**src/zsd_pkg.sv**
```systemverilog
`timescale 1ns / 1ps

package zsd_pkg;

    localparam int SumW = 32;

    // One element travelling down the cell chain
    typedef struct packed {
        logic            valid;
        logic [SumW-1:0] sum;    // prefix sum after this element
        logic            hit;    // match found so far along the chain
        logic            store;  // sum still looking for a free cell
        logic            ovf;    // element arrived with the store full
        logic            last;   // final element of the array
    } token_t;

endpackage

```
**src/zsd_cell.sv**
```systemverilog
`timescale 1ns / 1ps

module zsd_cell (
    input  logic            clk,
    input  logic            rst_n,
    input  logic            advance,
    input  zsd_pkg::token_t tok_in,
    output zsd_pkg::token_t tok_out
);
    import zsd_pkg::*;

    logic            valid_reg;
    logic            valid_next;
    logic [SumW-1:0] sum_reg;
    logic [SumW-1:0] sum_next;
    token_t          tok_reg;
    token_t          tok_next;

    // Compare before store; the last element of an array empties the cell behind it
    always_comb
    begin
        valid_next = valid_reg;
        sum_next   = sum_reg;
        tok_next   = tok_reg;
        if (advance)
        begin
            tok_next = tok_in;
            if (tok_in.valid)
            begin
                tok_next.hit = tok_in.hit || (valid_reg && (sum_reg == tok_in.sum));
                if (tok_in.last)
                begin
                    valid_next = 1'b0;
                end
                else if (tok_in.store && !valid_reg)
                begin
                    valid_next     = 1'b1;
                    sum_next       = tok_in.sum;
                    tok_next.store = 1'b0;
                end
            end
        end
    end

    always_ff @(posedge clk or negedge rst_n)
    begin
        if (!rst_n)
        begin
            valid_reg <= 1'b0;
            tok_reg   <= '0;
        end
        else
        begin
            valid_reg <= valid_next;
            tok_reg   <= tok_next;
        end
    end

    always_ff @(posedge clk)
    begin
        sum_reg <= sum_next;
    end

    assign tok_out = tok_reg;

endmodule

```
**config.mk**
```make
export PLATFORM = sky130hd
export DESIGN_NAME = zsd_cell
export DESIGN_NICKNAME = d
export VERILOG_FILES = /design/src/zsd_pkg.sv /design/src/zsd_cell.sv
export SDC_FILE = /design/constraint.sdc
export NUM_CORES = 1
export LEC_CHECK = 0
export ABC_AREA = 1
export BUFFER_PORTS_ARGS = -buffer_cell sky130_fd_sc_hd__buf_2
export CORE_MARGIN = 4
export CORE_UTILIZATION = 56
export CTS_CLUSTER_SIZE = 30
export DETAILED_ROUTE_END_ITERATION = 12
export HOLD_SLACK_MARGIN = 0.08
export PLACE_DENSITY = 0.84
export SLEW_MARGIN = 20
export SYNTH_ARGS = -nofsm -noshare
export SYNTH_HDL_FRONTEND = slang
export SYNTH_SLANG_ARGS = --single-unit
```
**constraint.sdc**
```tcl
create_clock -name clk -period 4 [get_ports clk]
set_input_delay 0.4 -clock clk [delete_from_list [all_inputs] [get_ports clk]]
set_output_delay 0.4 -clock clk [all_outputs]
set_load 0.1 [all_outputs]
```
==> metrics <==
outcome=finished, final reports clean; Final #Nets=430; post-CTS setup buffers=0; max reg flops=37; # rows=26; largest net degree at the start of global routing=59; placed wire-length estimate=4410 µm; Core Area=5140 µm²; fin cells=465; worst r2r src=valid_reg$_DFFE_PN0P_; CTS tree=built; clock buffer count from CTS=9; I/O Pins=77; Worst Tran Pin Value=approximately 870 ps; Simple-Gate Fraction of Synth Area=20.42%; Die Footprint=6536 µm²; H-Tree Depth=3; Detail Route Antenna Nets=0; critical-path cell list=buf_2, nand2_1, nor3_4, buf_4; Slew Viols, Final=0; fmax=0.5135 GHz; LEAKAGE=1.794 nW; Iteration-0 DRC Markers=104; setup_tns=0 ps; largest cells by area after synthesis=edfxtp_1 (32%), dfrtp_1 (32%), nand2_1 (15%); dominant synthesized flop cell=dfrtp_1; grt ovf=0; clk_lat worst skew=330 ps; Via density=4.781; main combinational cell family by area after synthesis=simple AND/OR/NAND/NOR gates; CP max stage cell=nor3_4; crit share post-route=48.69%; clock transition at the registers of the reported paths=70 ps; Final Hold Viols=0; Clock Tree Buf Depth=2; WS Path Type=primary input to flip-flop; via count=2223; root buf cell=clkbuf_8; min Tclk post-route=1948 ps; worst vdd ir=0.3310 mV; worst-path fanout max=18; Util after Layout=69.40%; XOR/XNOR Fraction of Synth Area=2.653%; Die Wd=80.85 µm; Ys Warns=0; WP data required=4010 ps; Cells after Synth=310; post-synthesis sequential area ratio=64.34%; Seq cells post-synth=70; Critical path origin=advance; Synth top area share=32.34%; worst clock skew=7.189 ps; Hold Path Class=primary input to asynchronous set/reset pin; gp weighted congestion=0.7753; MaxCap Viol Count=0; Rel. slew slack=between 40 and 50%; mapped cell area=2972 µm²; crit-path leading delay family=simple AND/OR/NAND/NOR gates; Antenna diodes=0; Compound-Gate Fraction of Synth Area=5.095%; Worst EP arrival=1960 ps; first-pass GRT wire length=9777 µm; number of port buffers=76; most frequent cells in the layout=nand2_1 (117), buf_2 (76), inv_1 (42); CTS Hold Bufs=0; 1st-pass router iterations=4; PD cells=between 400 and 500 nW/µm²; Synth Area per Inst=9.586 µm²; Layout area overhead=20.04%; share of flip-flops with an asynchronous set or reset=54.29%; residual DRC count=0; final setup violation count=0; GRT Total Usage=20.01%; CTS Sinks=70; post-synthesis mux area share=0%; Die Y=80.85 µm; EDFF count, synth=32; largest area contributor in the netlist=edfxtp_1; post-cts resize count=0; Mapped Nets=350; crit path capture type=flip-flop; Initial Utilization=57.81%; RSZ-0062 raised after global routing=no; drt total wl=6026 µm; Inst Count DP=~450; DR WL/cell=around 13 µm; WP buf/inv=2; fraction of the mapped netlist area in adder cells=0%; initial antenna violation count=0; Synth cell types=25; CP startpoint kind=primary input; vias in the first global route=between 2000 and 2500; Critical Path Max Stage Delay=approximately 650 ps; share of layout cells above drive strength 1=25.57%; PnR Total Power=1.710 mW; commonest non-fill, non-tap cell in the layout=nand2_1
metrics by stage:
stage                     hold slack [ps]  setup WS [ps]  area [µm²]
after floorplan                     104.4           1654        2972
after global placement              448.9           1767        3400
after detailed placement            454.4           1663        3400
after CTS                           196.8           2033        3567
after global routing                231.3           1903        3567
final                               172.4           2052        3567
path summary, 6_finish.rpt:
kind / to / slack [ps] / cells after the start
max: sum_reg[28]$_DFFE_PP_ / 2050 / 4
max reg2reg: sum_reg[28]$_DFFE_PP_ / 2170 / 4
min reg2reg: tok_out[18]$_DFFE_PN0P_ / 460 / 2
min in group clk: sum_reg[13]$_DFFE_PP_ / 260 / 1
min: tok_out[28]$_DFFE_PN0P_ / 170 / 1
max in group asynchronous: tok_out[17]$_DFFE_PN0P_ / 3260 / 1
cells in the mapped netlist (2+ instances only):
cell type / instances
clkbuf_1: 2
edfxtp_1: 32
nand4_1: 3
nor2_1: 16
xnor2_1: 8
or2_0: 3
buf_2: 4
dfrtp_1: 38
nand2_1: 117
nand3_1: 5
o22ai_1: 2
o21ai_0: 19
nor2_2: 3
inv_2: 3
inv_1: 42
o21ai_1: 4
metal layers:
layer | global-route usage [%] | vias to the layer above | share of wire, %
met1 | 26.02 | 1026 | 44
met3 | 6.984 | 4 | 6.9
met5 | 0 | - | 0
li1 | - | 1126 | -
met4 | 5.574 | 0 | 0.61
met2 | 32.02 | 67 | 48
final cells by class:
type,instances,area (µm²)
clock inverter,4,22.52
sequential,70,1912
tap,70,87.58
fill,426,1573
clock buffer,12,145.1
timing repair buffer,77,387.9
multi-input combinational,187,843.3
inverter,45,168.9
power breakdown:
part,leakage (nW),switching (mW),internal [mW]
clock,0.0861,0.245,0.239
combinational,0.956,0.341,0.0662
sequential,0.751,0.0217,0.796
logic make-up after synthesis:
group,Yosys count
compound gates,28
xor+xnor,9
buf+inv,53
flops,70
simple gates,150
worst reg2reg max path, delay by kind of cell (launching register included):
family	cells	cell delay (ps)
buffers and inverters	2	450
DFF	1	380
and+or+nand+nor	2	670
Note: power is estimated with default switching activity, not from simulation.
