**src/zsd_pkg.sv**
```systemverilog
`timescale 1ns / 1ps

package zsd_pkg;

    localparam int SumW = 32;

    // One element travelling down the cell chain
    typedef struct packed {
        logic            valid;
        logic [SumW-1:0] sum;    // prefix sum after this element
        logic            hit;    // match found so far along the chain
        logic            store;  // sum still looking for a free cell
        logic            ovf;    // element arrived with the store full
        logic            last;   // final element of the array
    } token_t;

endpackage

```
**src/zsd_tail.sv**
```systemverilog
`timescale 1ns / 1ps

module zsd_tail (
    input  logic            clk,
    input  logic            rst_n,
    input  zsd_pkg::token_t tok_in,
    input  logic            out_ready,
    output logic            advance,
    output logic            out_valid,
    output logic            found,
    output logic            array_done,
    output logic            store_overflow
);
    import zsd_pkg::*;

    logic found_reg;
    logic found_next;
    logic ovf_reg;
    logic ovf_next;
    logic out_valid_reg;
    logic out_valid_next;
    logic out_found_reg;
    logic out_found_next;
    logic out_done_reg;
    logic out_done_next;
    logic out_ovf_reg;
    logic out_ovf_next;
    logic load;

    always_comb
    begin
        advance        = !tok_in.valid || !out_valid_reg || out_ready;
        load           = advance && tok_in.valid;
        found_next     = found_reg;
        ovf_next       = ovf_reg;
        out_found_next = out_found_reg;
        out_done_next  = out_done_reg;
        out_ovf_next   = out_ovf_reg;
        out_valid_next = out_valid_reg;
        if (load)
        begin
            out_valid_next = 1'b1;
            out_found_next = found_reg || tok_in.hit;
            out_ovf_next   = ovf_reg || tok_in.ovf;
            out_done_next  = tok_in.last;
            // Sticky flags, cleared at the end of an array
            found_next     = tok_in.last ? 1'b0 : (found_reg || tok_in.hit);
            ovf_next       = tok_in.last ? 1'b0 : (ovf_reg || tok_in.ovf);
        end
        else if (out_ready)
        begin
            out_valid_next = 1'b0;
        end
    end

    always_ff @(posedge clk or negedge rst_n)
    begin
        if (!rst_n)
        begin
            found_reg     <= 1'b0;
            ovf_reg       <= 1'b0;
            out_valid_reg <= 1'b0;
        end
        else
        begin
            found_reg     <= found_next;
            ovf_reg       <= ovf_next;
            out_valid_reg <= out_valid_next;
        end
    end

    always_ff @(posedge clk)
    begin
        out_found_reg <= out_found_next;
        out_done_reg  <= out_done_next;
        out_ovf_reg   <= out_ovf_next;
    end

    assign out_valid      = out_valid_reg;
    assign found          = out_found_reg;
    assign array_done     = out_done_reg;
    assign store_overflow = out_ovf_reg;

endmodule

```
**config.mk**
```make
export PLATFORM = sky130hd
export DESIGN_NAME = zsd_tail
export DESIGN_NICKNAME = d
export VERILOG_FILES = /design/src/zsd_pkg.sv /design/src/zsd_tail.sv
export SDC_FILE = /design/constraint.sdc
export NUM_CORES = 1
export LEC_CHECK = 0
export BUFFER_PORTS_ARGS = -buffer_cell sky130_fd_sc_hd__buf_2
export CORE_AREA = 2 2 39 41
export CTS_CLUSTER_SIZE = 10
export DETAILED_ROUTE_END_ITERATION = 6
export DIE_AREA = 0 0 41 43
export PLACE_DENSITY = 0.64
export REMOVE_ABC_BUFFERS = 1
export SLEW_MARGIN = 20
export SYNTH_ARGS = -nofsm -noshare
export SYNTH_HDL_FRONTEND = slang
export SYNTH_SLANG_ARGS = --single-unit
```
**constraint.sdc**
```tcl
create_clock -name clk -period 1.25 [get_ports clk]
set_input_delay 0.0625 -clock clk [delete_from_list [all_inputs] [get_ports clk]]
set_output_delay 0.0625 -clock clk [all_outputs]
set_load 0.01 [all_outputs]
```
==> results of run 1 <==
## cell type report
cell class                 count  area [µm²]  area share
multi-input combinational     10        72.6       0.208
tap                           16        20.0      0.0573
clock buffer                   4        26.3      0.0753
sequential                     6         165       0.473
timing repair buffer          12        65.1       0.186
## how the worst min path moves through the flow
stage,from,endpoint,slack (ns),cells past startpoint
after global placement,rst_n,out_valid$_DFFE_PN0P_,-0.13,1
after detailed placement,rst_n,out_valid$_DFFE_PN0P_,-0.13,1
after floorplan,rst_n,found_reg$_DFFE_PN0P_,-0.23,0
after CTS,tok_in[0],found_reg$_DFFE_PN0P_,0.01,2
after global routing,tok_in[0],array_done$_DFFE_PP_,0.02,1
final,tok_in[0],found_reg$_DFFE_PN0P_,0.02,2
## what timing repair did
action | 4_1_cts | 5_1_grt
hold buffers | 1 | 0
endpoints found under the setup margin | 0 | 0
gates resized for setup | 0 | 0
hold endpoints to repair | 3 | 0
## per-stage QoR
stage          power (W)  setup WS [ns]  utilization  cell area, µm²  std cells
2_1_floorplan   0.000275          0.276            -             238         16
3_3_place_gp    0.000302          0.289        0.226             313         43
3_5_place_dp    0.000304          0.291        0.226             313         43
4_1_cts         0.000514          0.273        0.252             349         48
5_1_grt         0.000539          0.225        0.252             349         48
6_report        0.000500          0.279        0.252             349         48
## layout by cell type (no fill, tap or decap)
cell type / netlist / layout
dlygate4sd3_1: 0 / 1
dfrtp_1: 3 / 3
edfxtp_1: 3 / 3
or2_2: 2 / 2
nand2b_4: 1 / 1
a31oi_1: 2 / 2
nand3b_1: 1 / 1
buf_2: 0 / 11
clkbuf_4: 0 / 3
or2b_1: 1 / 1
clkbuf_1: 0 / 1
a21oi_1: 2 / 2
and2_4: 1 / 1
## per-layer routing
layer | global-route usage | up-vias | share of wire
li1 | - | 90 | -
met1 | 0.113 | 83 | 0.45
met2 | 0.0844 | 16 | 0.37
met3 | 0.0785 | 0 | 0.18
met4 | 0.0400 | 0 | 0
met5 | 0 | - | 0
## logic make-up (layout without fill, tap and decap cells)
kind of cell,count (synthesis),count (layout),share of synthesized area
simple gates,6,6,0.211
compound gates,4,4,0.0947
buf+inv,0,16,0
flops,6,6,0.695
## critical path, stage by stage (launching register included)
cell	delay (ns)
dfrtp_1	0.41
nand2b_4	0.10
and2_4	0.17
## power breakdown
group	switching, W	internal (W)	total, W
Sequential	0.00000834	0.000230	0.000238
Combinational	0.0000301	0.0000340	0.0000641
Clock	0.0000769	0.000121	0.000198
==> metrics.md, run 1 <==
| Metric | Value |
|---|---|
| Worst setup SP type | flip-flop |
| RSZ-0062 raised after global routing | false |
| Initial core utilization | 0.172 |
| Count of final setup violators | 0 |
| DIE AREA | 1760 µm² |
| Layout cells sized above 1 | 0.563 |
| Result of the run | completed |
| Count of buffers from port buffering | 11 |
| Unique cell type count in the Yosys netlist | 9 |
| Final critical-path share of the clock period | 0.777 |
| Gp weighted congestion | 0.728 |
| Maximum clock rate | 1030 MHz |
| Fill cell count | 152 |
| Yosys top cell by area | edfxtp_1 |
| Number of nets in the finished design | 73 |
| Total via count in the routed design | 189 |
| Vias in the first global route | 215 |
| Share of the synthesized area in the top cell type | 0.379 |
| Hold crit path type | input port to flip-flop |
| Number of cells traversed by the worst register-to-register path | 2 |
| Clock transition at the register clock pins on the worst setup and hold paths after CTS | 0.05 ns |
| Via count normalized by instance count | 3.94 |
| Number of placement rows | 14 |
| Cell count after synthesis | 16 |
| Maximum net fanout on the critical path | 5 |
| Maximum clock path buffer count | 2 |
| Time the final worst path needs with I/O delays and setup | 0.971 ns |
| Endpoint kind of the worst setup timing path | flip-flop |
| Worst-skew pair later-pin latency | 0.25 ns |
| Most used flip-flop cell after synthesis | edfxtp_1 |
| Leading cell types by count after synthesis | dfrtp_1, edfxtp_1, a21oi_1, a31oi_1, or2_2 |
| H-tree levels | 1 |
| Sink Count | 6 |
| Transition time at the pin with the least slew margin | 0.150 ns |
| Worst Clk Skew | 0.00524 ns |
| Max FFs per register | 2 |
| Largest cells by area after synthesis | edfxtp_1, dfrtp_1, nand2b_4 |
| Share of async-settable or async-resettable flops after synthesis | 0.500 |
| Register bit count reported by yosys | 6 |
| Avg Inst Size Synth | 14.9 µm² |
| Endpoint of the worst register-to-register path | store_overflow$_DFFE_PP_ |
| Residual overflow from global routing | 0 |
| Critical path origin | out_valid$_DFFE_PN0P_ |
| Number of buffers added by the clock tree synthesis step | 3 |
| GRT Util Overall | 0.0832 |
| VDD IR max | 0.562 mV |
| Buffer cell driving the clock tree root | clkbuf_4 |
| Die Y-Extent | 43 µm |
| Buffers inserted by post-CTS timing repair | 0 |
| Data arrival time of the critical path | 0.93 ns |
| Remaining antenna violation count after routing | 0 |
| Largest net degree at the start of global routing | 6 |
| Startpoint-to-endpoint class of the critical path | flip-flop to flip-flop |
| Area growth, synth to finish | 46.8% |
| Last element of the critical path | store_overflow$_DFFE_PP_ |
| Slew Limit Fails | 0 |
| TritonCTS clock tree | built |
| Iter 0 DRT Violations | 8 |
| Cell area after synthesis | 238 µm² |
| Final hold violation count | 0 |
| Reported max-cap violation count | 0 |
| Top-level port count | 45 |
| Core ar. | 1380 µm² |
| Worst max-slew margin expressed relative to the limit | 0.900 |
| Total DRC errors in the routed layout | 0 |
| Hold slack final | 0.0180 ns |
| Worst path required time | 1.21 ns |
| P per Cell Area | 1430 nW/µm² |
| R2R Path Start | out_valid$_DFFE_PN0P_ |
| Antenna violations before repair | 0 |
| Wirelength per Cell | 10.7 µm |
| Router iterations before antenna repair | 4 |
| Number of flops mapped to enable cells by yosys | 3 |
| Syn. warnings | 0 |
| X dimension of the die | 41 µm |
| Portion of the post-synthesis area used by sequential elements | 0.695 |
| Global-route wire length before repair | 890 µm |
| Worst R2R Setup Slack | 0.28 ns |
| Final Routed Wirelength | 512 µm |
| Number of diodes | 0 |
| Post-Route Setup TNS | 0 ns |
| Leakage component of the power | 0.153 nW |
Power figures use the tool's default switching activity.
==> inputs of run 2 (changes only) <==
==> constraint.sdc (replaced) <==
create_clock -name clk -period 0.91 [get_ports clk]
set_input_delay 0.0455 -clock clk [delete_from_list [all_inputs] [get_ports clk]]
set_output_delay 0.0455 -clock clk [all_outputs]
set_load 0.01 [all_outputs]
==> run 2 against run 1 <==
Compared with the run above:
- the flow now finishes with violations (negative setup slack)
- critical endpoint is now advance
- global-route usage down 0.82 points
- worst setup slack got worse by 0.38 ns
- critical path depth is 1 higher
- core utilization grew 2.4 points
==> metrics.md, run 2 (same netlist as run 1, synthesis figures left out) <==
| Metric | Value |
|---|---|
| Slew Limit Fails | 0 (unchanged) |
| Sink Count | 6 (unchanged) |
| Count of buffers from port buffering | 11 (unchanged) |
| DIE AREA | 1760 µm² (unchanged) |
| P per Cell Area | 1830 nW/µm² (+28%) |
| Post-DP HPWL | 371 µm |
| Top-level port count | 45 (unchanged) |
| Area of the multi-input gates | 72.6 µm² (unchanged) |
| Fill cell count | 142 (-6.6%) |
| Critical path cell sequence | buf_6, nand3b_1, buf_2 |
| X dimension of the die | 41 µm (unchanged) |
| Data arrival time of the critical path | 0.96 ns (+0.03 ns) |
| VDD IR max | 0.701 mV (+25%) |
| Commonest non-fill, non-tap cells in the layout | buf_2, edfxtp_1, clkbuf_4, dfrtp_1 |
| Maximum net fanout on the critical path | 2 (-3) |
| Remaining antenna violation count after routing | 0 (unchanged) |
| Worst Clk Skew | 0.00646 ns (+0.00122 ns) |
| Die Y-Extent | 43 µm (unchanged) |
| Layout cells sized above 1 | 0.571 (+0.00893) |
| Maximum clock rate | 990 MHz |
| Transition time at the pin with the least slew margin | 0.143 ns (-0.00655 ns) |
| Total DRC errors in the routed layout | 0 (unchanged) |
| Slowest stage cell on the critical path | dfrtp_1 |
| Slowest cell delay on critical path | 0.41 ns (about the same) |
| Worst max-slew margin expressed relative to the limit | 0.905 (+0.00437) |
| Worst R2R Setup Slack | -0.05 ns (-0.33 ns) |
| Gp weighted congestion | 0.730 (+0.33%) |
| Number of nets in the finished design | 76 (+4.1%) |
| Global-route wire length before repair | 786 µm (-12%) |
| Antenna violations before repair | 0 (unchanged) |
| Worst path required time | 0.86 ns (-0.35 ns) |
| GRT Util Overall | 0.0750 (-0.00819) |
| Largest net degree at the start of global routing | 6 (unchanged) |
| Total cell area at the placement stage | 328 µm² (+4.8%) |
| Clock transition at the register clock pins on the worst setup and hold paths after CTS | 0.05 ns (about the same) |
| Vias in the first global route | 191 (-11%) |
| Reported max-cap violation count | 0 (unchanged) |
| Maximum clock path buffer count | 2 (unchanged) |
| Endpoint kind of the worst setup timing path | output pin |
| Total via count in the routed design | 197 (+4.2%) |
| Sequential Area | 165 µm² (unchanged) |
| Hold crit path type | input port to flip-flop |
| Worst setup SP type | flip-flop |
| Via count normalized by instance count | 3.86 (-1.9%) |
| Number of placed cells counting well taps | 45 (+4.7%) |
| Core ar. | 1380 µm² (unchanged) |
| Max FFs per register | 2 (unchanged) |
| Area growth, synth to finish | 60.5% |
| Startpoint-to-endpoint class of the critical path | flip-flop to output pin |
| Leading cell type in the layout, fill and taps excluded | buf_2 |
| Count of final setup violators | 5 (+5) |
| Final critical-path share of the clock period | 1.11 |
| Worst-skew pair later-pin latency | 0.25 ns (about the same) |
| Final hold violation count | 0 (unchanged) |
| Final non-filler cell total | 51 (+6.3%) |
| TritonCTS clock tree | built |
| Failing checks | negative setup slack |
| Least setup slack across all paths after layout | -0.100 ns (-0.379 ns) |
| Number of buffers added by the clock tree synthesis step | 3 (unchanged) |
| RSZ-0062 raised after global routing | true |
| Initial core utilization | 0.172 (unchanged) |
| Buffer cell driving the clock tree root | clkbuf_4 |
| Result of the run | finished with violations |
| Number of placement rows | 14 (unchanged) |
| Wirelength per Cell | 9.55 µm (-10%) |
| Final Routed Wirelength | 487 µm (-4.9%) |
| Overall power consumption | 0.000699 W (+40%) |
| Iter 0 DRT Violations | 0 (-8) |
| Time the final worst path needs with I/O delays and setup | 1.01 ns |
| Leakage component of the power | 0.169 nW (+11%) |
| H-tree levels | 1 (unchanged) |
| Total non-filler cell area in the finished layout | 382 µm² (+9.3%) |
| Number of diodes | 0 (unchanged) |
| Router iterations before antenna repair | 1 (-3) |
| Residual overflow from global routing | 0 (unchanged) |
[run 2: critical path, delay by kind of cell (launching register included)]
kind / cells / cell delay, ns
buffers and inverters: 2 / 0.25
flip-flops: 1 / 0.41
AND/OR/NAND/NOR: 1 / 0.06
[run 2: repair_timing]
item                                    CTS  global route
endpoints found under the setup margin    7             7
setup buffers                             0             0
hold endpoints to repair                  3             1
hold buffers                              1             1
gates resized for setup                   2             0
pin swaps                                 2             0
gates cloned                              0             0
[run 2: cell type report]
class | instances | share of cell area
sequential | 6 | 0.433
clock buffer | 4 | 0.0689
tap | 16 | 0.0525
multi-input combinational | 10 | 0.190
timing repair buffer | 15 | 0.256
[run 2: stage by stage]
stage	util	worst slack (ns)	hold WS (ns)	setup TNS, ns
after floorplan	-	-0.0643	-0.250	-0.193
after global placement	0.237	-0.0166	-0.151	-0.0499
after detailed placement	0.237	-0.0234	-0.148	-0.0701
after CTS	0.269	-0.120	0.00229	-0.353
after global routing	0.276	-0.152	0.0620	-0.567
final	0.276	-0.100	0.0569	-0.292
[run 2: path summary, 6_finish.rpt]
check / start / to / depth (start not counted)
min in group asynchronous: rst_n / out_valid$_DFFE_PN0P_ / 2
hold / removal: tok_in[36] / out_valid$_DFFE_PN0P_ / 2
hold reg to reg: found_reg$_DFFE_PN0P_ / found_reg$_DFFE_PN0P_ / 2
setup reg to reg: out_valid$_DFFE_PN0P_ / store_overflow$_DFFE_PP_ / 2
setup / recovery: out_valid$_DFFE_PN0P_ / advance / 3
max in group asynchronous: rst_n / found_reg$_DFFE_PN0P_ / 2
[run 2: metal layers]
metal  wire length, µm  GRT usage
met1               259      0.109
met5                 0          0
met4                 0     0.0600
met2               164     0.0625
met3                62     0.0628
[run 2: report_power, final]
group	total (W)	internal [W]	leakage, nW	switching [W]
combinational	0.000104	0.0000601	0.0918	0.0000437
sequential	0.000327	0.000316	0.0621	0.0000111
clock	0.000269	0.000166	0.0150	0.000103
total	0.000699	0.000542	0.169	0.000157
