$ cat config.mk
export PLATFORM = sky130hd
export DESIGN_NAME = zsd_head
export DESIGN_NICKNAME = d
export VERILOG_FILES = /design/src/zsd_pkg.sv /design/src/zsd_head.sv
export SDC_FILE = /design/constraint.sdc
export NUM_CORES = 1
export LEC_CHECK = 0
export ABC_AREA = 1
export BUFFER_PORTS_ARGS = -buffer_cell sky130_fd_sc_hd__buf_2
export CAP_MARGIN = 30
export CELL_PAD_IN_SITES_DETAIL_PLACEMENT = 2
export CELL_PAD_IN_SITES_GLOBAL_PLACEMENT = 2
export CORE_ASPECT_RATIO = 0.6
export CORE_MARGIN = 10
export CORE_UTILIZATION = 30
export CTS_BUF_LIST = sky130_fd_sc_hd__clkbuf_8
export CTS_CLUSTER_SIZE = 28
export DETAILED_ROUTE_END_ITERATION = 8
export GPL_ROUTABILITY_DRIVEN = 0
export HOLD_SLACK_MARGIN = 0.02
export PLACE_DENSITY_LB_ADDON = 0.2
export SLEW_MARGIN = 20
export SYNTH_ARGS = -nofsm -noshare
export SYNTH_HDL_FRONTEND = slang
export SYNTH_SLANG_ARGS = --single-unit
$ cat constraint.sdc
create_clock -name clk -period 2.4 [get_ports clk]
set_input_delay 0.36 -clock clk [delete_from_list [all_inputs] [get_ports clk]]
set_output_delay 0.36 -clock clk [all_outputs]
set_load 0.1 [all_outputs]
$ cat src/zsd_pkg.sv
`timescale 1ns / 1ps

package zsd_pkg;

    localparam int SumW = 32;

    // One element travelling down the cell chain
    typedef struct packed {
        logic            valid;
        logic [SumW-1:0] sum;    // prefix sum after this element
        logic            hit;    // match found so far along the chain
        logic            store;  // sum still looking for a free cell
        logic            ovf;    // element arrived with the store full
        logic            last;   // final element of the array
    } token_t;

endpackage

$ cat src/zsd_head.sv
`timescale 1ns / 1ps

module zsd_head #(
    parameter int MAX_LEN = 256
) (
    input  logic                           clk,
    input  logic                           rst_n,
    input  logic                           advance,
    input  logic                           in_valid,
    input  logic signed [zsd_pkg::SumW-1:0] element,
    input  logic                           last_element,
    output zsd_pkg::token_t                tok
);
    import zsd_pkg::*;

    localparam int CntW = $clog2(MAX_LEN + 1);

    logic [SumW-1:0] sum_reg;
    logic [SumW-1:0] sum_next;
    logic [CntW-1:0] count_reg;
    logic [CntW-1:0] count_next;
    token_t          tok_reg;
    token_t          tok_next;
    logic [SumW-1:0] sum_new;
    logic            full;
    logic            accept;

    always_comb
    begin
        sum_new    = sum_reg + $unsigned(element);
        full       = (count_reg == CntW'(MAX_LEN));
        accept     = in_valid && advance;
        sum_next   = sum_reg;
        count_next = count_reg;
        tok_next   = tok_reg;
        if (accept)
        begin
            if (last_element)
            begin
                sum_next   = '0;
                count_next = '0;
            end
            else
            begin
                sum_next = sum_new;
                if (!full)
                begin
                    count_next = count_reg + 1'b1;
                end
            end
        end
        if (advance)
        begin
            tok_next.valid = in_valid;
            tok_next.sum   = sum_new;
            tok_next.hit   = (sum_new == '0);
            tok_next.store = !full;
            tok_next.ovf   = full;
            tok_next.last  = last_element;
        end
    end

    always_ff @(posedge clk or negedge rst_n)
    begin
        if (!rst_n)
        begin
            sum_reg   <= '0;
            count_reg <= '0;
            tok_reg   <= '0;
        end
        else
        begin
            sum_reg   <= sum_next;
            count_reg <= count_next;
            tok_reg   <= tok_next;
        end
    end

    assign tok = tok_reg;

endmodule

==> results of run 1 <==
## final timing paths
path / cells past startpoint / to / start / slack, ns
worst min register to register: 2 / tok[36] / tok[36] / 0.49
worst max-delay path: 13 / tok[3] / sum_reg[6] / -0.02
min in group asynchronous: 2 / sum_reg[10] / rst_n / 0.45
max in group asynchronous: 3 / sum_reg[6] / rst_n / 1.32
worst min-delay path: 3 / tok[35] / advance / 0.29
worst max register to register: 13 / tok[3] / sum_reg[6] / -0.02
## synthesized netlist by cell type (all sizes together), types with 2 or more instances
cell / n / share of area, %
nand3b: 4 / 0.53
xor2: 3 / 0.47
o21ai: 64 / 5.7
inv: 149 / 9.9
xnor2: 7 / 1.1
nand4: 12 / 1.3
and2: 2 / 0.27
a21oi: 24 / 2.1
dfrtp: 78 / 35
clkinv: 2 / 0.13
nand2: 335 / 23
clkbuf: 12 / 0.80
nor2: 66 / 5.1
buf: 3 / 0.27
nand3: 47 / 4.3
ha: 33 / 7.3
nor4: 2 / 0.22
nor3: 10 / 0.98
a22o: 4 / 0.62
## stage by stage
stage	util, %	hold WS [ns]	cells	setup slack, ns	TNS, ns
floorplan	-	0.0644	865	0.408	0
global placement	38.2	0.340	1258	-0.227	-0.261
detailed placement	38.2	0.344	1258	-0.295	-0.643
CTS	40.0	0.279	1276	-0.00347	-0.00347
global route	43.0	0.309	1283	-0.116	-0.128
finish	43.0	0.291	1283	-0.0181	-0.0181
## critical path: stages, from the launching register on
cell	delay [ns]
dfrtp_2	0.45
ha_4	0.28
nand2_1	0.09
nand2_1	0.10
buf_4	0.15
a21oi_2	0.13
nand2_2	0.14
xnor2_1	0.34
nand3_2	0.15
nor2_2	0.16
nand3_2	0.10
nor2_1	0.09
nand3_1	0.08
nand2_1	0.08
## layout make-up
cell class | instances | area (sq um)
clock buffers | 9 | 124
clock inverters | 6 | 63.8
fillers | 2213 | 10400
inverters | 151 | 567
multi-input cells | 621 | 3640
flip-flops and latches | 78 | 1950
well taps | 240 | 300
repair buffers | 178 | 1190
## what timing repair did
item                       CTS  global route
setup endpoints to repair    4            17
resized for setup           23           117
setup buffers                2             7
hold endpoints to repair    32             0
pin swaps                    3            32
hold buffers                 1             0
## power by group through the flow
stage / logic [mW] / clock network, mW / registers [mW]
after global routing: 6.92 / 1.12 / 2.04
after CTS: 5.80 / 1.08 / 1.95
after floorplan: 1.98 / 0 / 3.55
after detailed placement: 5.66 / 0 / 1.97
final: 6.42 / 1.03 / 1.98
after global placement: 5.52 / 0 / 1.95
## metal layers
layer / GRT usage [%] / vias up / wire length [um]
met2: 29.8 / 77 / 11600
met1: 27.8 / 3150 / 12700
li1: - / 3036 / -
met4: 3.11 / 0 / 229
met3: 3.54 / 19 / 779
met5: 0 / - / 0
## kinds of logic after synthesis
logic type,count (synthesis)
flip-flops,78
AO/OA/AOI/OAI,96
XOR/XNOR,10
adder cells (fa/ha/maj),34
buffers and inverters,166
multiplexers,1
AND/OR/NAND/NOR,480
==> results.toml, run 1 <==
[status]
status = "finished, violations left"
violations = "negative setup slack"

[cts]
cts_tree = "yes"
clockRootBuffer = "clkbuf_8"
insertion_delay_ns = 0.41
clkTransAtPathRegs_ns = 0.09
cts_buffer_depth = 2
cts_max_level = 3
clock-sinks = 78
cts_buffers = 9

[floorplan]
initial_core_util_pct = 30.9
die-area_sq_mm = 0.0249
core-area_sq_mm = 0.0183
die_y_um = 126
die-width_um = 197
fp-row-count = 38
io_pins = 74

[sta]
rsz0062_at_grt = "yes"
period_minus_slack_ns = 2.42
finalMaxSlewViolations = 0
skew_ns = 0.0107
setup_violations = 1
max_freq_mhz = 414
finalCritPeriodShare_pct = 101
hold_violations = 0
setup_slack_ns = -0.0181
relSlewSlack_pct = 66.7
worst_slew_pin_slew_ns = 0.503

[finish]
drive_above_1_share_pct = 32.1
final_cell_mix = "280 x nand2_1, 140 x inv_1, 100 x buf_4"
final_cell_area_sq_mm = 0.00785
final_common_cell = "nand2_1"
antenna_cells = 0
area_growth_pct = 39.2
largest_reg_flops = 37
nets = 1110

[power]
p_leak_nw = 4.18
clock_power_share_pct = 10.9
power_switching_mw = 5.23
power_frac_comb_pct = 68.1
total_power_mw = 9.43
peakVddDrop_mv = 0.742
intPower_mw = 4.20
swShare_pct = 55.4
seqPwrFrac_pct = 21.0
p_per_area_mw_per_mm2 = 1200

[route]
drtAntennaViolNets = 0
wl_mm = 25.3
dr.pass1.iters = 6
routedWlPerCell_um = 19.7
vias = 6282
vias_per_cell = 4.90
drt_iter0_markers = 340
drc = 0

[yosys]
synth_area_per_cell_sq_um = 6.52
synthMuxAreaShare_pct = 0.178
async_flop_share_pct = 100
netlist_instances = 865
synth_ff_type = "dfrtp_1"
synth-compound-area-share_pct = 8.99
yosysUniqueCellTypes = 34
yosys.area_share.simple_pct = 35.8
synth_top_family_by_area = "simple AND/OR/NAND/NOR gates"
synth_seq_cells = 78
netlist_area_sq_mm = 0.00564
synth_xor_area_share_pct = 1.55
yosysSeqAreaShare_pct = 34.6
synth_nets = 936
synth_edf_count = 0
synth_adder_area_share_pct = 7.68
yosysWarnings = 0

[critical_path]
crit_arrival_ns = 2.76
criticalPathCategory = "flip-flop to flip-flop"
path_max_fanout = 3
setup.worst_path.start_class = "flip-flop"
critPathRequiredTime_ns = 2.74
end_kind = "flip-flop"

[placed_design]
dpl_cell_area_sq_mm = 0.00698
io_buffer_count = 73
hpwl_mm = 19.2

[run]
drv_cap = 0

[global_routing]
grt_usage_pct = 19.3
grt_overflow = 0
grt_max_degree = 47
grt_pass1_wl_mm = 38.0
antenna_found_initial = 0
grt_pass1_vias = 6865

[min_path]
hold_class = "primary input to flip-flop"
No activity file was read; power rests on OpenSTA's default activity.
==> inputs of run 2 (changes only) <==
--- a/config.mk
+++ b/config.mk
@@ -8,7 +8,7 @@
 export ABC_AREA = 1
 export BUFFER_PORTS_ARGS = -buffer_cell sky130_fd_sc_hd__buf_2
 export CAP_MARGIN = 30
-export CELL_PAD_IN_SITES_DETAIL_PLACEMENT = 2
+export CELL_PAD_IN_SITES_DETAIL_PLACEMENT = 0
 export CELL_PAD_IN_SITES_GLOBAL_PLACEMENT = 2
 export CORE_ASPECT_RATIO = 0.6
 export CORE_MARGIN = 10
@@ -23,3 +23,4 @@
 export SYNTH_ARGS = -nofsm -noshare
 export SYNTH_HDL_FRONTEND = slang
 export SYNTH_SLANG_ARGS = --single-unit
+export TNS_END_PERCENT = 50
==> run 2 against run 1 <==
Against the previous run: the flow now finishes without violations; combinational power decreased by 8.1%; largest power group unchanged; flip-flop and latch count unchanged; routed wire length decreased by 23%; total power decreased by 4.7%; first-iteration DRC count increased by 0.29%.
==> results.toml, run 2 (synthesis results as in run 1) <==
[floorplan]
die-width_um = 197
core-area_sq_mm = 0.0183
io_pins = 74
die_y_um = 126
initial_core_util_pct = 30.9
die-area_sq_mm = 0.0249
fp-row-count = 38

[sta]
finalMaxSlewViolations = 0
setup_tns_ns = 0
hold_ws_ns = 0.319
period_minus_slack_ns = 2.29
finalCritPeriodShare_pct = 95.2
setup_slack_ns = 0.115
skew_ns = 0.00865
max_freq_mhz = 438
relSlewSlack_pct = 65.6
setup_violations = 0
hold_violations = 0
worst_slew_pin_slew_ns = 0.511

[cts]
insertion_delay_ns = 0.37
clockRootBuffer = "clkbuf_8"
clkTransAtPathRegs_ns = 0.08
cts_max_level = 3
cts_buffers = 9
clock-sinks = 78
cts_buffer_depth = 2
cts_tree = "yes"

[global_routing]
grt_usage_pct = 15.9
grt_pass1_vias = 5568
grt_max_degree = 47
grt_overflow = 0
grt_pass1_wl_mm = 31.1
antenna_found_initial = 0

[critical_path]
critPathSlowestCell = "dfrtp_1"
r2r-start = "sum_reg[3]"
reg2reg_to = "tok[3]"
r2r.worst_path.cells = 17
crit_arrival_ns = 2.59
path_max_fanout = 5
critical_path.most_common_cell = "nand2_1"
end_kind = "flip-flop"
setup.worst_path.start_class = "flip-flop"
reg2reg_slack_ns = 0.11
critPathRequiredTime_ns = 2.71
criticalPathCategory = "flip-flop to flip-flop"
crit_buf_inv = 1
max_stage_delay_ns = 0.41
path_cells = "ha_1 -> buf_4 -> nand2_2 -> nand2_1 -> nand2_1 -> nand2_1 -> nand2_1 -> nand3_4 -> nand2_1 -> nand2_1 -> nor2_1 -> nand2_2 -> nor2_2 -> nand2_1 -> nor2_1 -> nand3_1 -> nand2_1"
crit_family = "simple AND/OR/NAND/NOR gates"

[route]
drc = 0
drt_iter0_markers = 341
dr.pass1.iters = 8
drtAntennaViolNets = 0
routedWlPerCell_um = 15.2
vias_per_cell = 4.46
vias = 5691
wl_mm = 19.5

[placed_design]
hpwl_mm = 15.9
dp_slack_ns = -0.217
dp_cells = 1258
dpl_cell_area_sq_mm = 0.00698
io_buffer_count = 73

[finish]
largest_reg_flops = 37
antenna_cells = 0
final_cell_area_sq_mm = 0.00767
final_common_cell = "nand2_1"
area_growth_pct = 36.0
final_cell_mix = "296 x nand2_1, 143 x inv_1, 95 x buf_4"
nets = 1103
finish.utilization_pct = 42.0
fillers = 2011
instances_no_fill = 1277
drive_above_1_share_pct = 28.3

[min_path]
min_from = "advance"
hold_end = "tok[7]"
hold_class = "primary input to flip-flop"
holdPathStages = 3

[power]
p_per_area_mw_per_mm2 = 1170
p_leak_nw = 4.16
peakVddDrop_mv = 0.669
total_power_mw = 8.99

[status]
status = "finished clean"

[run]
drv_cap = 0
-- run 2: cell type report --
class / instances / area [sq um] / share of cell area, %
flip-flops and latches: 78 / 1950 / 25.5
clock buffers: 10 / 138 / 1.80
multi-input cells: 621 / 3490 / 45.5
well taps: 240 / 300 / 3.92
clock inverters: 6 / 86.3 / 1.13
repair buffers: 171 / 1130 / 14.8
inverters: 151 / 567 / 7.39
-- run 2: layer usage --
layer | wire length [um] | part of all wire (%) | global-route usage, % | up-vias
met4 | 137 | 0.70 | 2.84 | 0
li1 | - | - | - | 3026
met5 | 0 | 0 | 0 | -
met3 | 847 | 4.4 | 3.70 | 9
met1 | 11000 | 57 | 25.0 | 2562
met2 | 7460 | 38 | 21.0 | 94
-- run 2: repair_timing --
action	4_1_cts	5_1_grt
setup endpoints to repair	1	11
pin swaps	2	19
hold endpoints to repair	32	0
gates cloned	0	0
setup buffers	0	2
gates resized for setup	5	89
hold buffers	1	0
-- run 2: worst max-delay path by stage --
stage,from,to,slack (ns),cells past startpoint
after floorplan,element[0],tok[3],0.41,13
after global placement,element[0],tok[3],-0.23,16
after detailed placement,element[0],tok[3],-0.22,16
after CTS,sum_reg[7],tok[3],0.0003,18
after global routing,sum_reg[0],tok[3],-0.05,13
final,sum_reg[3],tok[3],0.11,17
-- run 2: worst reg2reg max path, cell delays in order (launching register included) --
cell     delay (ns)
dfrtp_1        0.41
ha_1           0.31
buf_4          0.17
nand2_2        0.10
nand2_1        0.06
nand2_1        0.06
nand2_1        0.05
nand2_1        0.12
nand3_4        0.11
nand2_1        0.08
nand2_1        0.11
nor2_1         0.13
nand2_2        0.11
nor2_2         0.12
nand2_1        0.06
nor2_1         0.09
nand3_1        0.07
nand2_1        0.08
-- run 2: where the power goes --
part	switching, mW	internal, mW
Combinational	4.01	1.89
Clock	0.528	0.613
Sequential	0.254	1.70
Total	4.79	4.20
==> inputs of run 3 (changes only) <==
--- a/config.mk
+++ b/config.mk
@@ -12,7 +12,7 @@
 export CELL_PAD_IN_SITES_GLOBAL_PLACEMENT = 2
 export CORE_ASPECT_RATIO = 0.6
 export CORE_MARGIN = 10
-export CORE_UTILIZATION = 30
+export CORE_UTILIZATION = 33
 export CTS_BUF_LIST = sky130_fd_sc_hd__clkbuf_8
 export CTS_CLUSTER_SIZE = 28
 export DETAILED_ROUTE_END_ITERATION = 8
==> run 3 against run 2 <==
Against the previous run: total power fell by 4.0%; largest power group unchanged; flip-flop and latch count did not move; routed wire length fell by 2.4%; count of clock-buffer cells in the layout fell by 1; sequential share of layout area rose by 1.1 points; die area fell by 7.9%; combinational power fell by 3.6%.
==> results.toml, run 3 (synthesis results as in run 1) <==
[status]
status = "finished clean"

[critical_path]
path_max_fanout = 4
critPathSlowestCell = "dfrtp_1"
reg2reg_to = "tok[3]"
critical_path.most_common_cell = "nand2_2"
end_kind = "flip-flop"
max_stage_delay_ns = 0.43
r2r.worst_path.cells = 15
setup.worst_path.start_class = "flip-flop"
crit_arrival_ns = 2.59
criticalPathCategory = "flip-flop to flip-flop"
crit_family = "simple AND/OR/NAND/NOR gates"
crit_buf_inv = 0
critPathRequiredTime_ns = 2.72
reg2reg_slack_ns = 0.13
r2r-start = "sum_reg[0]"
path_cells = "ha_4 -> fa_2 -> nand2_1 -> nand2_1 -> nand3_1 -> nand2_2 -> nand2_2 -> nand3b_1 -> nand2_2 -> nand2_2 -> nor2_4 -> nand3_2 -> nor2_1 -> nand3_1 -> nand2_1"

[power]
p_per_area_mw_per_mm2 = 1170
total_power_mw = 8.63
p_leak_nw = 3.99
peakVddDrop_mv = 0.887

[floorplan]
die-area_sq_mm = 0.0229
io_pins = 74
fp-row-count = 36
initial_core_util_pct = 34.2
core-area_sq_mm = 0.0165
die_y_um = 121
die-width_um = 189

[min_path]
hold_class = "primary input to flip-flop"
min_from = "advance"
hold_end = "tok[7]"
holdPathStages = 3

[finish]
nets = 1080
area_growth_pct = 30.4
largest_reg_flops = 37
final_common_cell = "nand2_1"
drive_above_1_share_pct = 25.9
final_cell_mix = "300 x nand2_1, 141 x inv_1, 78 x dfrtp_1"
antenna_cells = 0
final_cell_area_sq_mm = 0.00735
fillers = 1805

[global_routing]
grt_pass1_wl_mm = 30.8
grt_max_degree = 47
grt_usage_pct = 16.8
grt_pass1_vias = 5603
grt_overflow = 0
antenna_found_initial = 0

[route]
wl_met2_mm = 6.73
dr.pass1.iters = 5
wl_met3_mm = 1.25
vias = 5663
vias_per_cell = 4.56
drt_iter0_markers = 402
drc = 0
wl_mm = 19.0
wl_met1_mm = 10.9
highest_layer = "met4"
drtAntennaViolNets = 0
routedWlPerCell_um = 15.3

[cts]
clock-sinks = 78
clockRootBuffer = "clkbuf_8"
cts_buffer_depth = 2
cts_max_level = 3
cts_buffers = 9
clkTransAtPathRegs_ns = 0.10
insertion_delay_ns = 0.38
cts_tree = "yes"

[sta]
finalCritPeriodShare_pct = 94.6
period_minus_slack_ns = 2.27
rsz0062_at_grt = "yes"
skew_ns = 0.0200
setup_violations = 0
relSlewSlack_pct = 60.1
hold_violations = 0
worst_slew_pin_slew_ns = 0.598
max_freq_mhz = 440
finalMaxSlewViolations = 0

[run]
drv_cap = 0

[placed_design]
dpl_cell_area_sq_mm = 0.00676
hpwl_mm = 15.6
io_buffer_count = 73
[run 3: area by class of cell]
type | instances | area, sq um | share of cell area [%]
multi-input cells | 621 | 3390 | 46.2
flip-flops and latches | 78 | 1950 | 26.6
inverters | 151 | 567 | 7.71
well taps | 228 | 285 | 3.88
clock buffers | 9 | 124 | 1.69
clock inverters | 7 | 61.3 | 0.834
repair buffers | 148 | 966 | 13.1
[run 3: report_power, final]
part / switching (mW) / leakage (nW) / total, mW / internal [mW]
sequential: 0.230 / 0.992 / 1.93 / 1.70
clock: 0.615 / 0.0892 / 1.01 / 0.398
combinational: 3.99 / 2.91 / 5.69 / 1.70
[run 3: repair_timing]
item / 4_1_cts / 5_1_grt
pin swaps: 0 / 14
hold buffers: 1 / 0
setup buffers: 0 / 8
hold endpoints to repair: 32 / 0
gates resized for setup: 2 / 75
setup endpoints to repair: 1 / 15
[run 3: worst min-delay path, cell delays in order]
cell and delay [ns]:
buf_2 0.18, nand2_1 0.09, nand2_1 0.04
[run 3: stage by stage]
step / util [%] / hold slack, ns / TNS [ns] / instances / worst slack (ns)
after detailed placement: 41.0 / 0.342 / -0.134 / 1217 / -0.134
after global placement: 40.9 / 0.341 / -0.191 / 1216 / -0.191
after floorplan: - / 0.0644 / 0 / 865 / 0.408
after global routing: 44.6 / 0.320 / -0.0710 / 1242 / -0.0563
after CTS: 42.2 / 0.310 / 0 / 1234 / 0.00153
final: 44.6 / 0.325 / 0 / 1242 / 0.130
[run 3: how the worst max path moves through the flow]
stage	start	end	slack [ns]	cells after the start
after floorplan	element[0]	tok[3]	0.41	13
after global placement	element[12]	tok[3]	-0.19	15
after detailed placement	element[12]	tok[3]	-0.13	15
after CTS	sum_reg[0]	tok[3]	0.002	13
after global routing	sum_reg[1]	tok[3]	-0.06	13
final	sum_reg[0]	tok[3]	0.13	15
[run 3: layer usage]
layer | up-vias | GRT usage, %
li1 | 2986 | -
met1 | 2562 | 26.9
met2 | 102 | 21.5
met3 | 13 | 4.42
met4 | 0 | 2.81
met5 | - | 0
